## src/rtl/isqg_pkg.sv

```systemverilog
package isqg_pkg;

  // default instrument count
  localparam int unsigned NUM_INSTR_DEF = 32;

  // field widths
  localparam int unsigned INSTR_W    = 5;
  localparam int unsigned PRICE_W    = 40;
  localparam int unsigned MID_W      = 41;
  localparam int unsigned QUOTE_W    = 41;
  localparam int unsigned NET_W      = 16;
  localparam int unsigned SPREAD_W   = 8;
  localparam int unsigned MAXPOS_W   = 15;
  localparam int unsigned TICK_W     = 20;
  localparam int unsigned STATUS_W   = 3;
  localparam int unsigned CFG_IDX_W  = 2;
  localparam int unsigned CFG_DATA_W = 40;

  // internal widths
  localparam int unsigned OFFS_W    = SPREAD_W + TICK_W;
  localparam int unsigned WORK_W    = MID_W + 2;
  localparam int unsigned DIV_CNT_W = $clog2(MID_W + 1);

  // register reset values
  localparam logic [SPREAD_W-1:0]   SPREAD_RST = SPREAD_W'(2);
  localparam logic [MAXPOS_W-1:0]   MAXPOS_RST = MAXPOS_W'(5);
  localparam logic [TICK_W-1:0]     TICK_RST   = TICK_W'(2000);
  localparam logic [CFG_DATA_W-1:0] MINPX_RST  = CFG_DATA_W'(1000);

  // configuration register indexes
  typedef enum logic [CFG_IDX_W-1:0] {
    CFG_SPREAD_TICKS = 2'd0,
    CFG_MAX_NET_POS  = 2'd1,
    CFG_TICK_INCR    = 2'd2,
    CFG_MIN_VALID    = 2'd3
  } cfg_idx_e;

  // result status codes
  typedef enum logic [STATUS_W-1:0] {
    ST_NOT_READY = 3'd0,
    ST_DIRTY     = 3'd1,
    ST_AT_LIMIT  = 3'd2,
    ST_MID_SAME  = 3'd3,
    ST_CROSSED   = 3'd4,
    ST_REQUOTED  = 3'd5
  } status_e;

  // sequencer states
  typedef enum logic [2:0] {
    S_IDLE,
    S_EVAL,
    S_DIV,
    S_QUOTE,
    S_FIN,
    S_DONE
  } state_e;

  // remainder unit status
  typedef struct packed {
    logic busy;
    logic done;
  } div_stat_t;

endpackage

```

## src/rtl/isqg_rem_unit.sv

```systemverilog
module isqg_rem_unit (
  input  logic                           clk_i,
  input  logic                           rst_ni,
  input  logic                           start_i,
  input  logic [isqg_pkg::MID_W-1:0]     dividend_i,
  input  logic [isqg_pkg::TICK_W-1:0]    divisor_i,
  output logic [isqg_pkg::TICK_W-1:0]    rem_o,
  output isqg_pkg::div_stat_t            stat_o
);
  import isqg_pkg::*;

  logic [MID_W-1:0]     dvd_q, dvd_d;
  logic [TICK_W-1:0]    rem_q, rem_d;
  logic [DIV_CNT_W-1:0] cnt_q, cnt_d;
  logic                 busy_q, busy_d;
  logic                 done_q, done_d;
  logic [TICK_W:0]      trial;
  logic                 fits;

  // one restoring step per cycle, dividend bits msb first
  always_comb begin
    trial  = {rem_q, dvd_q[MID_W-1]};
    fits   = (trial >= {1'b0, divisor_i});
    dvd_d  = dvd_q;
    rem_d  = rem_q;
    cnt_d  = cnt_q;
    busy_d = busy_q;
    done_d = 1'b0;
    if (start_i) begin
      dvd_d  = dividend_i;
      rem_d  = '0;
      cnt_d  = DIV_CNT_W'(MID_W);
      busy_d = 1'b1;
    end else if (busy_q) begin
      dvd_d = {dvd_q[MID_W-2:0], 1'b0};
      rem_d = fits ? TICK_W'(trial - {1'b0, divisor_i}) : trial[TICK_W-1:0];
      cnt_d = cnt_q - DIV_CNT_W'(1);
      if (cnt_q == DIV_CNT_W'(1)) begin
        busy_d = 1'b0;
        done_d = 1'b1;
      end
    end
  end

  // control state
  always_ff @(posedge clk_i or negedge rst_ni) begin
    if (!rst_ni) begin
      cnt_q  <= '0;
      busy_q <= 1'b0;
      done_q <= 1'b0;
    end else begin
      cnt_q  <= cnt_d;
      busy_q <= busy_d;
      done_q <= done_d;
    end
  end

  // datapath
  always_ff @(posedge clk_i) begin
    dvd_q <= dvd_d;
    rem_q <= rem_d;
  end

  assign rem_o       = rem_q;
  assign stat_o.busy = busy_q;
  assign stat_o.done = done_q;

endmodule

```

## src/rtl/inventory_skewed_quote_generator.sv

```systemverilog
// channel   direction  handshake               payload
// tick      in         in_valid_i/in_stall_o   instrument .. net_position
// quote     out        out_valid_o/out_stall_i status, bid/ask send, quote, closes
// config    in         cfg_we_i                cfg_idx_i, cfg_data_i
//
// a requoting tick passes through evaluation, 41 steps of a radix-2 remainder unit
// (mid modulo the tick, one dividend bit per cycle), remainder capture, quote, finish and
// the output register; a skipped tick goes from evaluation to the output register
// one tick at a time: in_stall_o is high from acceptance until the result is
// registered, and a result still stalled at the output holds the next one back
// reset clears the stored mids through per-instrument valid bits, no sweep
module inventory_skewed_quote_generator #(
  parameter int unsigned NUM_INSTRUMENTS = isqg_pkg::NUM_INSTR_DEF
) (
  input  logic                              clk_i,
  input  logic                              rst_ni,
  // configuration
  input  logic                              cfg_we_i,
  input  logic [isqg_pkg::CFG_IDX_W-1:0]    cfg_idx_i,
  input  logic [isqg_pkg::CFG_DATA_W-1:0]   cfg_data_i,
  // tick channel
  input  logic                              in_valid_i,
  output logic                              in_stall_o,
  input  logic [isqg_pkg::INSTR_W-1:0]      instrument_i,
  input  logic                              engine_ready_i,
  input  logic [isqg_pkg::PRICE_W-1:0]      bid_in_i,
  input  logic [isqg_pkg::PRICE_W-1:0]      ask_in_i,
  input  logic [isqg_pkg::PRICE_W-1:0]      last_trade_i,
  input  logic [isqg_pkg::PRICE_W-1:0]      upper_bound_i,
  input  logic [isqg_pkg::PRICE_W-1:0]      lower_bound_i,
  input  logic signed [isqg_pkg::NET_W-1:0] net_position_i,
  // quote channel
  output logic                              out_valid_o,
  input  logic                              out_stall_i,
  output logic [isqg_pkg::STATUS_W-1:0]     status_o,
  output logic                              bid_send_o,
  output logic signed [isqg_pkg::QUOTE_W-1:0] bid_quote_o,
  output logic                              bid_closes_o,
  output logic                              ask_send_o,
  output logic [isqg_pkg::QUOTE_W-1:0]      ask_quote_o,
  output logic                              ask_closes_o
);
  import isqg_pkg::*;

  localparam int unsigned IDX_W = (NUM_INSTRUMENTS > 1) ? $clog2(NUM_INSTRUMENTS) : 1;
  localparam int unsigned CMP_W = ((IDX_W + 1) > INSTR_W) ? (IDX_W + 1) : INSTR_W;
  localparam logic [CMP_W-1:0] NUM_C = CMP_W'(NUM_INSTRUMENTS);

  // configuration registers
  logic [SPREAD_W-1:0]   spread_q;
  logic [MAXPOS_W-1:0]   maxpos_q;
  logic [TICK_W-1:0]     tick_q;
  logic [CFG_DATA_W-1:0] minpx_q;

  // sequencer
  state_e state_q, state_d;
  logic   accept;
  logic   div_start;
  logic   push;
  logic   eval_go;
  status_e eval_status;

  // latched tick
  logic                    ready_q;
  logic                    inrange_q;
  logic [IDX_W-1:0]        idx_q;
  logic [PRICE_W-1:0]      bid_q, ask_q, last_q, upper_q, lower_q;
  logic signed [NET_W-1:0] net_q;

  // stored mids
  logic [MID_W-1:0]           mid_mem [NUM_INSTRUMENTS];
  logic [NUM_INSTRUMENTS-1:0] vld_q;
  logic [MID_W-1:0]           mem_rd_q;
  logic                       vld_rd_q;
  logic                       mem_we;

  // lookup index
  logic [CMP_W-1:0] inst_ext;
  logic [IDX_W-1:0] rd_idx;

  // evaluation
  logic [MID_W-1:0]    mid_sum;
  logic [MID_W-1:0]    mid_w;
  logic [MID_W-1:0]    stored_mid;
  logic [SPREAD_W-1:0] pulled;
  logic [SPREAD_W-1:0] boff, aoff;

  // quote arithmetic
  logic [MID_W-1:0]         mid_q;
  logic [OFFS_W-1:0]        prod_b_q, prod_a_q;
  logic [TICK_W-1:0]        r_q;
  logic signed [WORK_W-1:0] bq_raw, aq_raw, r_ext, t_ext;
  logic signed [WORK_W-1:0] bq_d, aq_d;
  logic signed [WORK_W-1:0] bq_q, aq_q;
  logic signed [NET_W:0]    net_ext, lim_ext;
  logic                     bid_ok, ask_ok;

  // remainder unit
  logic [TICK_W-1:0] rem;
  div_stat_t         div_stat;

  // result held until the output is free
  status_e            res_status_q;
  logic               res_bsend_q, res_bclose_q, res_asend_q, res_aclose_q;
  logic [QUOTE_W-1:0] res_bq_q, res_aq_q;

  // output register
  logic out_valid_q;

  // configuration writes
  always_ff @(posedge clk_i or negedge rst_ni) begin
    if (!rst_ni) begin
      spread_q <= SPREAD_RST;
      maxpos_q <= MAXPOS_RST;
      tick_q   <= TICK_RST;
      minpx_q  <= MINPX_RST;
    end else if (cfg_we_i) begin
      unique case (cfg_idx_e'(cfg_idx_i))
        CFG_SPREAD_TICKS: spread_q <= cfg_data_i[SPREAD_W-1:0];
        CFG_MAX_NET_POS:  maxpos_q <= cfg_data_i[MAXPOS_W-1:0];
        CFG_TICK_INCR:    tick_q   <= cfg_data_i[TICK_W-1:0];
        CFG_MIN_VALID:    minpx_q  <= cfg_data_i;
        default: ;
      endcase
    end
  end

  // lookup index from the incoming tick
  assign inst_ext = CMP_W'(instrument_i);
  assign rd_idx   = inst_ext[IDX_W-1:0];

  // checks and mid
  always_comb begin
    mid_sum    = MID_W'({1'b0, bid_q} + {1'b0, ask_q} + MID_W'(1));
    mid_w      = {1'b0, mid_sum[MID_W-1:1]};
    stored_mid = vld_rd_q ? mem_rd_q : '0;
    eval_go    = 1'b0;
    if (!ready_q || !inrange_q) begin
      eval_status = ST_NOT_READY;
    end else if ((bid_q <= minpx_q) || (ask_q <= minpx_q)) begin
      eval_status = ST_DIRTY;
    end else if ((last_q >= upper_q) || (last_q <= lower_q)) begin
      eval_status = ST_AT_LIMIT;
    end else if (mid_w == stored_mid) begin
      eval_status = ST_MID_SAME;
    end else begin
      eval_status = ST_REQUOTED;
      eval_go     = 1'b1;
    end
  end

  // inventory skew: the reducing side gets one tick less than the spread, but never under one tick
  always_comb begin
    pulled = (spread_q <= SPREAD_W'(2)) ? SPREAD_W'(1) : spread_q - SPREAD_W'(1);
    boff   = (net_q < 0) ? pulled : spread_q;
    aoff   = (net_q > 0) ? pulled : spread_q;
  end

  // quote alignment from the mid remainder
  always_comb begin
    bq_raw = $signed({2'b00, mid_q}) - $signed({{(WORK_W-OFFS_W){1'b0}}, prod_b_q});
    aq_raw = $signed({2'b00, mid_q}) + $signed({{(WORK_W-OFFS_W){1'b0}}, prod_a_q});
    r_ext  = $signed({{(WORK_W-TICK_W){1'b0}}, r_q});
    t_ext  = $signed({{(WORK_W-TICK_W){1'b0}}, tick_q});
    if ((bq_raw < 0) && (r_q != '0)) begin
      bq_d = bq_raw + t_ext - r_ext;
    end else begin
      bq_d = bq_raw - r_ext;
    end
    aq_d = aq_raw - r_ext;
  end

  // position limits
  always_comb begin
    net_ext = (NET_W+1)'(net_q);
    lim_ext = $signed({2'b00, maxpos_q});
    bid_ok  = (net_ext < lim_ext);
    ask_ok  = (net_ext > -lim_ext);
  end

  // sequencer
  always_ff @(posedge clk_i or negedge rst_ni) begin
    if (!rst_ni) begin
      state_q <= S_IDLE;
    end else begin
      state_q <= state_d;
    end
  end

  always_comb begin
    state_d    = state_q;
    in_stall_o = (state_q != S_IDLE);
    accept     = in_valid_i && (state_q == S_IDLE);
    div_start  = 1'b0;
    push       = 1'b0;
    mem_we     = 1'b0;
    unique case (state_q)
      S_IDLE: begin
        if (in_valid_i) state_d = S_EVAL;
      end
      S_EVAL: begin
        if (eval_go) begin
          div_start = 1'b1;
          mem_we    = 1'b1;
          state_d   = S_DIV;
        end else begin
          state_d = S_DONE;
        end
      end
      S_DIV: begin
        if (div_stat.done) state_d = S_QUOTE;
      end
      S_QUOTE: state_d = S_FIN;
      S_FIN:   state_d = S_DONE;
      S_DONE: begin
        if (!out_valid_q || !out_stall_i) begin
          push    = 1'b1;
          state_d = S_IDLE;
        end
      end
      default: state_d = S_IDLE;
    endcase
  end

  // mid memory, registered read
  always_ff @(posedge clk_i) begin
    if (mem_we) mid_mem[idx_q] <= mid_w;
    if (accept) begin
      mem_rd_q <= mid_mem[rd_idx];
      vld_rd_q <= vld_q[rd_idx];
    end
  end

  // valid bits for the stored mids
  always_ff @(posedge clk_i or negedge rst_ni) begin
    if (!rst_ni) begin
      vld_q <= '0;
    end else if (mem_we) begin
      vld_q[idx_q] <= 1'b1;
    end
  end

  // tick capture
  always_ff @(posedge clk_i) begin
    if (accept) begin
      ready_q   <= engine_ready_i;
      inrange_q <= (inst_ext < NUM_C);
      idx_q     <= rd_idx;
      bid_q     <= bid_in_i;
      ask_q     <= ask_in_i;
      last_q    <= last_trade_i;
      upper_q   <= upper_bound_i;
      lower_q   <= lower_bound_i;
      net_q     <= net_position_i;
    end
  end

  // quote datapath
  always_ff @(posedge clk_i) begin
    if (state_q == S_EVAL) begin
      res_status_q <= eval_status;
      res_bsend_q  <= 1'b0;
      res_bclose_q <= 1'b0;
      res_bq_q     <= '0;
      res_asend_q  <= 1'b0;
      res_aclose_q <= 1'b0;
      res_aq_q     <= '0;
      mid_q        <= mid_w;
      prod_b_q     <= {{TICK_W{1'b0}}, boff} * {{SPREAD_W{1'b0}}, tick_q};
      prod_a_q     <= {{TICK_W{1'b0}}, aoff} * {{SPREAD_W{1'b0}}, tick_q};
    end
    if ((state_q == S_DIV) && div_stat.done) begin
      r_q <= (tick_q == '0) ? '0 : rem;
    end
    if (state_q == S_QUOTE) begin
      bq_q <= bq_d;
      aq_q <= aq_d;
    end
    if (state_q == S_FIN) begin
      if (bq_q >= aq_q) begin
        res_status_q <= ST_CROSSED;
      end else begin
        res_status_q <= ST_REQUOTED;
        if (bid_ok) begin
          res_bsend_q  <= 1'b1;
          res_bq_q     <= bq_q[QUOTE_W-1:0];
          res_bclose_q <= (net_q < 0);
        end
        if (ask_ok) begin
          res_asend_q  <= 1'b1;
          res_aq_q     <= aq_q[QUOTE_W-1:0];
          res_aclose_q <= (net_q > 0);
        end
      end
    end
  end

  // remainder unit
  isqg_rem_unit u_rem (
    .clk_i      (clk_i),
    .rst_ni     (rst_ni),
    .start_i    (div_start),
    .dividend_i (mid_w),
    .divisor_i  (tick_q),
    .rem_o      (rem),
    .stat_o     (div_stat)
  );

  // output valid
  always_ff @(posedge clk_i or negedge rst_ni) begin
    if (!rst_ni) begin
      out_valid_q <= 1'b0;
    end else if (push) begin
      out_valid_q <= 1'b1;
    end else if (!out_stall_i) begin
      out_valid_q <= 1'b0;
    end
  end

  // output payload
  always_ff @(posedge clk_i) begin
    if (push) begin
      status_o     <= res_status_q;
      bid_send_o   <= res_bsend_q;
      bid_quote_o  <= $signed(res_bq_q);
      bid_closes_o <= res_bclose_q;
      ask_send_o   <= res_asend_q;
      ask_quote_o  <= res_aq_q;
      ask_closes_o <= res_aclose_q;
    end
  end

  assign out_valid_o = out_valid_q;

endmodule

```

## config.mk

```make
export PLATFORM = sky130hd
export DESIGN_NAME = inventory_skewed_quote_generator
export DESIGN_NICKNAME = d
export VERILOG_FILES = /design/src/rtl/isqg_pkg.sv /design/src/rtl/isqg_rem_unit.sv /design/src/rtl/inventory_skewed_quote_generator.sv
export SDC_FILE = /design/constraint.sdc
export NUM_CORES = 2
export LEC_CHECK = 0
export BUFFER_PORTS_ARGS = -buffer_cell sky130_fd_sc_hd__clkbuf_2
export CAP_MARGIN = 30
export CORE_UTILIZATION = 45
export CTS_BUF_LIST = sky130_fd_sc_hd__clkbuf_8
export DETAILED_ROUTE_END_ITERATION = 6
export PLACE_DENSITY = 0.6
export SKIP_LAST_GASP = 1
export SLEW_MARGIN = 5
export SYNTH_ARGS = -nofsm -noshare
export SYNTH_HDL_FRONTEND = slang
export SYNTH_SLANG_ARGS = --single-unit
```

## constraint.sdc

```tcl
create_clock -name clk_i -period 18.3 [get_ports clk_i]
set_clock_uncertainty 0.15 [all_clocks]
set_input_delay 0.915 -clock clk_i [delete_from_list [all_inputs] [get_ports clk_i]]
set_output_delay 0.915 -clock clk_i [all_outputs]
set_load 0.02 [all_outputs]
```

; ---- Word level (Yosys, flattened, before mapping)
; Memories as Yosys holds them, arrays and structs flattened. A register that Yosys moved wholly into a read port is not among the register bits.
; Index checks and enable logic that the tools add are counted.
[op_classes]
magnitude_cmp = 16
addsub = 12
mux = 68
eq_ne = 14
multipliers = 2
reduce_logical = 24
n_bitwise = 1
[ops]
columns = operator, count
row1 = $mux 41, 9
row2 = $le 40x40->1, 3
row3 = $mux 40, 2
row4 = $mul 8x20->28, 2
row5 = $ge 43x43->1, 1
row6 = $mux 43, 1
row7 = $sub 42x21->43, 1
row8 = $add 41x21->42, 1
row9 = $sub 41x20->42, 1
row10 = $sub 41x21->42, 1
row11 = $add 40x28->41, 1
row12 = $add 40x40->41, 1
row13 = $add 41x1->41 const B, 1
row14 = $eq 40x41->1, 1
row15 = $lt 41x1->1 const B, 1
row16 = $sub 40x28->41, 1
row17 = $ge 40x40->1, 1
row18 = $mux 1, 37
row19 = $or 32x32->32, 1
row20 = $mux 3, 10
row21 = $mux 8, 3
row22 = $ge 21x20->1, 1
row23 = $logic_not 20->1, 1
row24 = $mux 20, 1
row25 = other kinds (33), 54
[totals]
ff_bits = 833
out_inout_bits = 91
n_memories = 1
ram_bits = 1280
[memory_table]
columns = name, depth, width, read_ports, rd_ports_with_merged_regs, write_ports, line
row1 = mid_mem, 32, 40, 1, 1, 1, inventory_skewed_quote_generator.sv:71  ; logic [MID_W-1:0] mid_mem [NUM_INSTRUMENTS];

; ---- Longest topological paths before layout
[depth]
ltp_word = 11
depth_mapped = 31

; ---- Modules after synthesis
; From an unflattened synthesis, not the netlist that was laid out.
[unflattened]
cells_unflattened = 7332
hier_area_um2 = 106251.9
[by_module_without_submodules]
columns = module, area_each_um2, cells_each, instances, seq_area_each_um2
row1 = inventory_skewed_quote_generator, 102208.0, 6958, 1, 59851.2
row2 = isqg_rem_unit, 4043.9, 374, 1, 1831.8

; ---- Least setup slack after synthesis
; OpenSTA, ideal clock, no wires.
[synth_timing]
path_kind = register to register
start = register state_q[2]
end = register ask_q[0] (enable)
path_slack_ns = 5.308
n_path_buf = 1
setup_ns = 0.893
arrival_time_ns = 11.948
synth_period_minus_slack_ns = 12.992
path_stages_with_launch = 4
required_ns = 17.257
path_cell_list = dfrtp_1 -> clkbuf_1 -> or3_1 -> nor2_1
[synth_between]
elab_chain_cells = 2
[synth_rtl]
columns = item, line
row1 = from (decl), inventory_skewed_quote_generator.sv:56  ; state_e state_q, state_d;
row2 = from (signal assigned), inventory_skewed_quote_generator.sv:186  ; state_q <= state_d;
row3 = $logic_not 3->1, inventory_skewed_quote_generator.sv:193  ; accept = in_valid_i && (state_q == S_IDLE);
row4 = $logic_and 1x1->1, inventory_skewed_quote_generator.sv:193
row5 = net accept, inventory_skewed_quote_generator.sv:57  ; logic accept;
row6 = to (signal assigned), inventory_skewed_quote_generator.sv:250  ; ask_q <= ask_in_i;
row7 = to (decl), inventory_skewed_quote_generator.sv:67  ; logic [PRICE_W-1:0] bid_q, ask_q, last_q, upper_q, lower_q;
; The timed path passes the listed nets, and every way through them passes these cells.
; A chain may end at the register's enable or synchronous reset.

; ---- Final worst setup path
[layout_timing]
start = register spread_q[3]
end = register prod_b_q[27] (data pin)
[layout_between]
elab_chain_cells = 4
elab_cells_between_ends = 5
cone_classes = 1 x add/sub / 1 x mul / 1 x order compare / 2 x mux
[layout_rtl]
columns = item, line
row1 = from (decl), inventory_skewed_quote_generator.sv:50  ; logic [SPREAD_W-1:0] spread_q;
row2 = from (signal assigned), inventory_skewed_quote_generator.sv:119  ; CFG_SPREAD_TICKS: spread_q <= cfg_data_i[SPREAD_W-1:0];
row3 = $sub 8x1->8 / $le 8x2->1 (equally long branches), inventory_skewed_quote_generator.sv:154  ; pulled = (spread_q <= SPREAD_W'(2)) ? SPREAD_W'(1) : spread_q - SPREAD_W'(1);
row4 = $mux 8, inventory_skewed_quote_generator.sv:154
row5 = $mux 8 *, inventory_skewed_quote_generator.sv:155  ; boff = (net_q < 0) ? pulled : spread_q;
row6 = $mul 8x20->28 *, inventory_skewed_quote_generator.sv:269  ; prod_b_q <= {{TICK_W{1'b0}}, boff} * {{SPREAD_W{1'b0}}, tick_q};
row7 = to (signal assigned), inventory_skewed_quote_generator.sv:269
row8 = to (decl), inventory_skewed_quote_generator.sv:90  ; logic [OFFS_W-1:0] prod_b_q, prod_a_q;
; Every way passes the cells marked *; elsewhere a longest branch is shown, timed or not.

==> flow_summary_export.csv <==
group,metric,value,unit
detailed_routing,drc_errors,0,
detailed_routing,wire_per_inst,25.4,um
logic_synthesis,ys_ff_latch,2110,
timing,rsz0062_at_grt,"false",
min_path,hold_path.startpoint,"bid_in_i[6]",
logic_synthesis,synth_area_leaders,"edfxtp_1, mux4_2, ha_1",
timing,tightest_slew,1.03,ns
timing,hold_ws,0.0897,ns
cells_and_area,final_cells,11600,
cells_and_area,fill_cells,19600,
timing,period_minus_slack,9.01,ns
detailed_routing,antenna_left,0,
logic_synthesis,syn-num-nets,8398,
cells_and_area,final_layout_size_suffix_gt1_share,20.7,%
cells_and_area,seqCellArea,0.0617,mm2
detailed_routing,finalWirelength,294000,um
global_routing,grt_pass1_vias,66200,
flow_run,drv_cap,0,
placement,hpwl,195000,um
timing,max_freq,111,MHz
floorplanning,die_w,487,um
power,power_density,184,mW/mm2
logic_synthesis,syn_area_per_cell,14.5,um2
cts,cts.sinks,2110,
timing,report.final.hold_viol_count,0,
cells_and_area,area_growth,14.7,%
min_path,hold_depth,1,
setup_path,crit_path_end_kind,"flip-flop",
floorplanning,rows,177,
logic_synthesis,yosysMostFrequentCell,"edfxtp_1",
setup_path,startpoint_type,"flip-flop",
cells_and_area,final_area,0.122,mm2
placement,place_congestion,0.948,
logic_synthesis,synthTopCellsByCount,"edfxtp_1, inv_1, ha_1, mux4_2, nor2_1",
timing,period_share,49.2,%
global_routing,grt_max_degree,129,
timing,max-slew-margin-rel,31.5,%
global_routing,grt_first_pass_wirelength,431000,um
setup_path,arrival,9.67,ns
logic_synthesis,synth_compound_area_share,6.24,%
cts,postCtsSetupBuffers,0,
global_routing,track_usage,24.8,%
detailed_routing,drt_first_pass_iters,6,
floorplanning,die-area,0.238,mm2
cts,cts_buffer_depth,4,
placement,placed_area,0.112,mm2
floorplanning,ios,360,
logic_synthesis,yosysSeqAreaShare,58.2,%
floorplanning,dieHeight,487,um
setup_path,worstPathRequired,18.96,ns
setup_path,worstSetupPathType,"reg -> reg",
power,p_total,22.3,mW
setup_path,rr_endpoint,"prod_b_q[27]",
logic_synthesis,yosys_warnings,0,
placement,portBuffers,359,
logic_synthesis,synth_edf_count,1876,
detailed_routing,via_per_inst,5.56,
min_path,hold_path_class,"in -> reg",
setup_path,cp_max_fo,20,
power,max-vdd-ir-drop,0.206,mV
cts,clk-insertion-delay-late,1.10,ns
placement,placed_cells,10700,
detailed_routing,vias,64400,
setup_path,r2r_start,"spread_q[3]",
cells_and_area,nets,9260,
logic_synthesis,syn_area,0.106,mm2
min_path,min_to,"bid_q[6]",
cells_and_area,multi_input_area,0.0408,mm2
logic_synthesis,synthXorXnorAreaFrac,2.06,%
cts,cts_buffers,369,
cells_and_area,final_util,52.1,%
logic_synthesis,netlist_instances,7306,
setup_path,reg2regPathDepth,27,
logic_synthesis,synth_top_area_cell,"edfxtp_1",
timing,finalSetupViolCount,0,
timing,fin_ws,9.29,ns
cts,path_clk_slew,0.06,ns
global_routing,grt_overflow,0,
logic_synthesis,ys.flop_type,"edfxtp_1",
logic_synthesis,synth_top_family_by_area,"multiplexers",
placement,place_ws,9.50,ns
cts,ctsHtreeMaxLevel,5,
logic_synthesis,synth_top_area_share,53.1,%
floorplanning,initial_core_util,45.4,%
floorplanning,fp.coreArea,0.233,mm2
cts,cts_tree,"yes",
logic_synthesis,synth_adder_area_share,11.5,%
detailed_routing,initialDrtViolationCount,5604,
power,p_leak,47.8,nW
logic_synthesis,muxShareOfSynthArea,11.6,%
cts,root_buffer,"clkbuf_8",
global_routing,antenna_found_initial,21,
logic_synthesis,yosys.cell_types.count,100,
timing,tns,0,ns
timing,slew_viol_final,0,
logic_synthesis,yosys.area_share.simple,6.67,%
logic_synthesis,async_reset_ff_share,6.02,%
setup_path,regToRegSetupSlack,9.29,ns
outcome,status,"finished, final reports clean",
-- cells in the final DEF, fill, tap and decap left out, drive strengths merged, types with 95 or more instances in the layout --
| master | n |
|---|---|
| mux2 | 169 |
| edfxtp | 1876 |
| a21oi | 266 |
| mux2i | 110 |
| dlygate4sd3 | 227 |
| nand2 | 368 |
| buf | 164 |
| fa | 260 |
| o21ai | 159 |
| mux4 | 410 |
| nor2 | 392 |
| inv | 879 |
| xnor2 | 179 |
| clkbuf | 743 |
| ha | 563 |
| dfxtp | 107 |
| clkinv | 124 |
| a21o | 145 |
| dfrtp | 112 |
| nor3 | 95 |
-- final cells by class --
cell class	count	area share, %
inverter	767	2.37
tap	3132	3.22
clock buffer	389	4.40
sequential	2110	50.7
antenna	11	0.0226
multi-input combinational	4175	33.5
timing repair buffer	745	4.57
clock inverter	260	1.21
-- where the power goes --
part           total (mW)  internal (mW)  switching (mW)
clock                4.09           2.16            1.93
sequential           6.91           6.57           0.334
combinational        11.3           4.36            6.99
-- logic make-up after synthesis --
logic type | after synthesis
compound gates | 966
mux | 689
flops | 2110
buf+inv | 1021
xor+xnor | 248
fa+ha+maj | 823
simple gates | 1449
-- how the worst max path moves through the flow --
| stage | slack (ns) | cells after the start | endpoint | start |
|---|---|---|---|---|
| floorplan | 5.31 | 3 | ask_q[0] | state_q[2] |
| global placement | 9.36 | 26 | prod_b_q[27] | spread_q[3] |
| CTS | 9.40 | 27 | prod_b_q[27] | spread_q[3] |
| detailed placement | 9.50 | 27 | prod_b_q[27] | spread_q[3] |
| finish | 9.29 | 27 | prod_b_q[27] | spread_q[3] |
| global route | 8.86 | 26 | prod_b_q[27] | spread_q[3] |
-- registers in the layout (all words and copies together) (netlist names), 28 cells and up --
signal       flops
ask_q           40
mid_q           40
res_aq_q        41
upper_q         40
res_bq_q        41
prod_a_q        28
last_q          40
aq_q            42
u_rem.dvd_q     41
lower_q         40
prod_b_q        28
ask_quote_o     41
bq_q            43
bid_q           40
vld_q           32
bid_quote_o     41
mid_mem       1280
mem_rd_q        40
minpx_q         40
-- critical path, stage by stage, from the launching register on --
cell and delay, ns:
dfrtp_1 0.49, or4_1 0.60, nor2_1 0.68, o21ai_0 0.20
nand2_1 0.10, o21ai_0 0.08, buf_4 0.26, and2_1 0.20
fa_1 0.46, fa_1 0.49, ha_1 0.29, inv_1 0.05
fa_1 0.54, inv_1 0.05, ha_1 0.32, nor2b_1 0.14
o21ai_0 0.23, a21boi_0 0.15, o21ai_0 0.24, o21ai_0 0.16
a41o_1 0.28, o41ai_1 0.74, o21ai_0 0.38, o41ai_1 0.68
o2111ai_1 0.26, a31o_2 0.28, a21oi_1 0.16, xnor2_1 0.07
-- what timing repair did --
item | CTS | global route
endpoints found under the hold margin | 292 | 0
hold buffers | 227 | 0
gates resized for setup | 0 | 0
-- per-layer routing --
metal | routed length (um) | vias to the layer above | GRT usage, % | share of wire [%]
met4 | 12800 | 6 | 10.5 | 4.3
met1 | 123000 | 32800 | 32.8 | 42
li1 | - | 28900 | - | -
met3 | 18000 | 548 | 3.91 | 6.1
met2 | 141000 | 2200 | 40.6 | 48
met5 | 38 | - | 0 | 0.013
No activity file was read; power rests on OpenSTA's default activity.
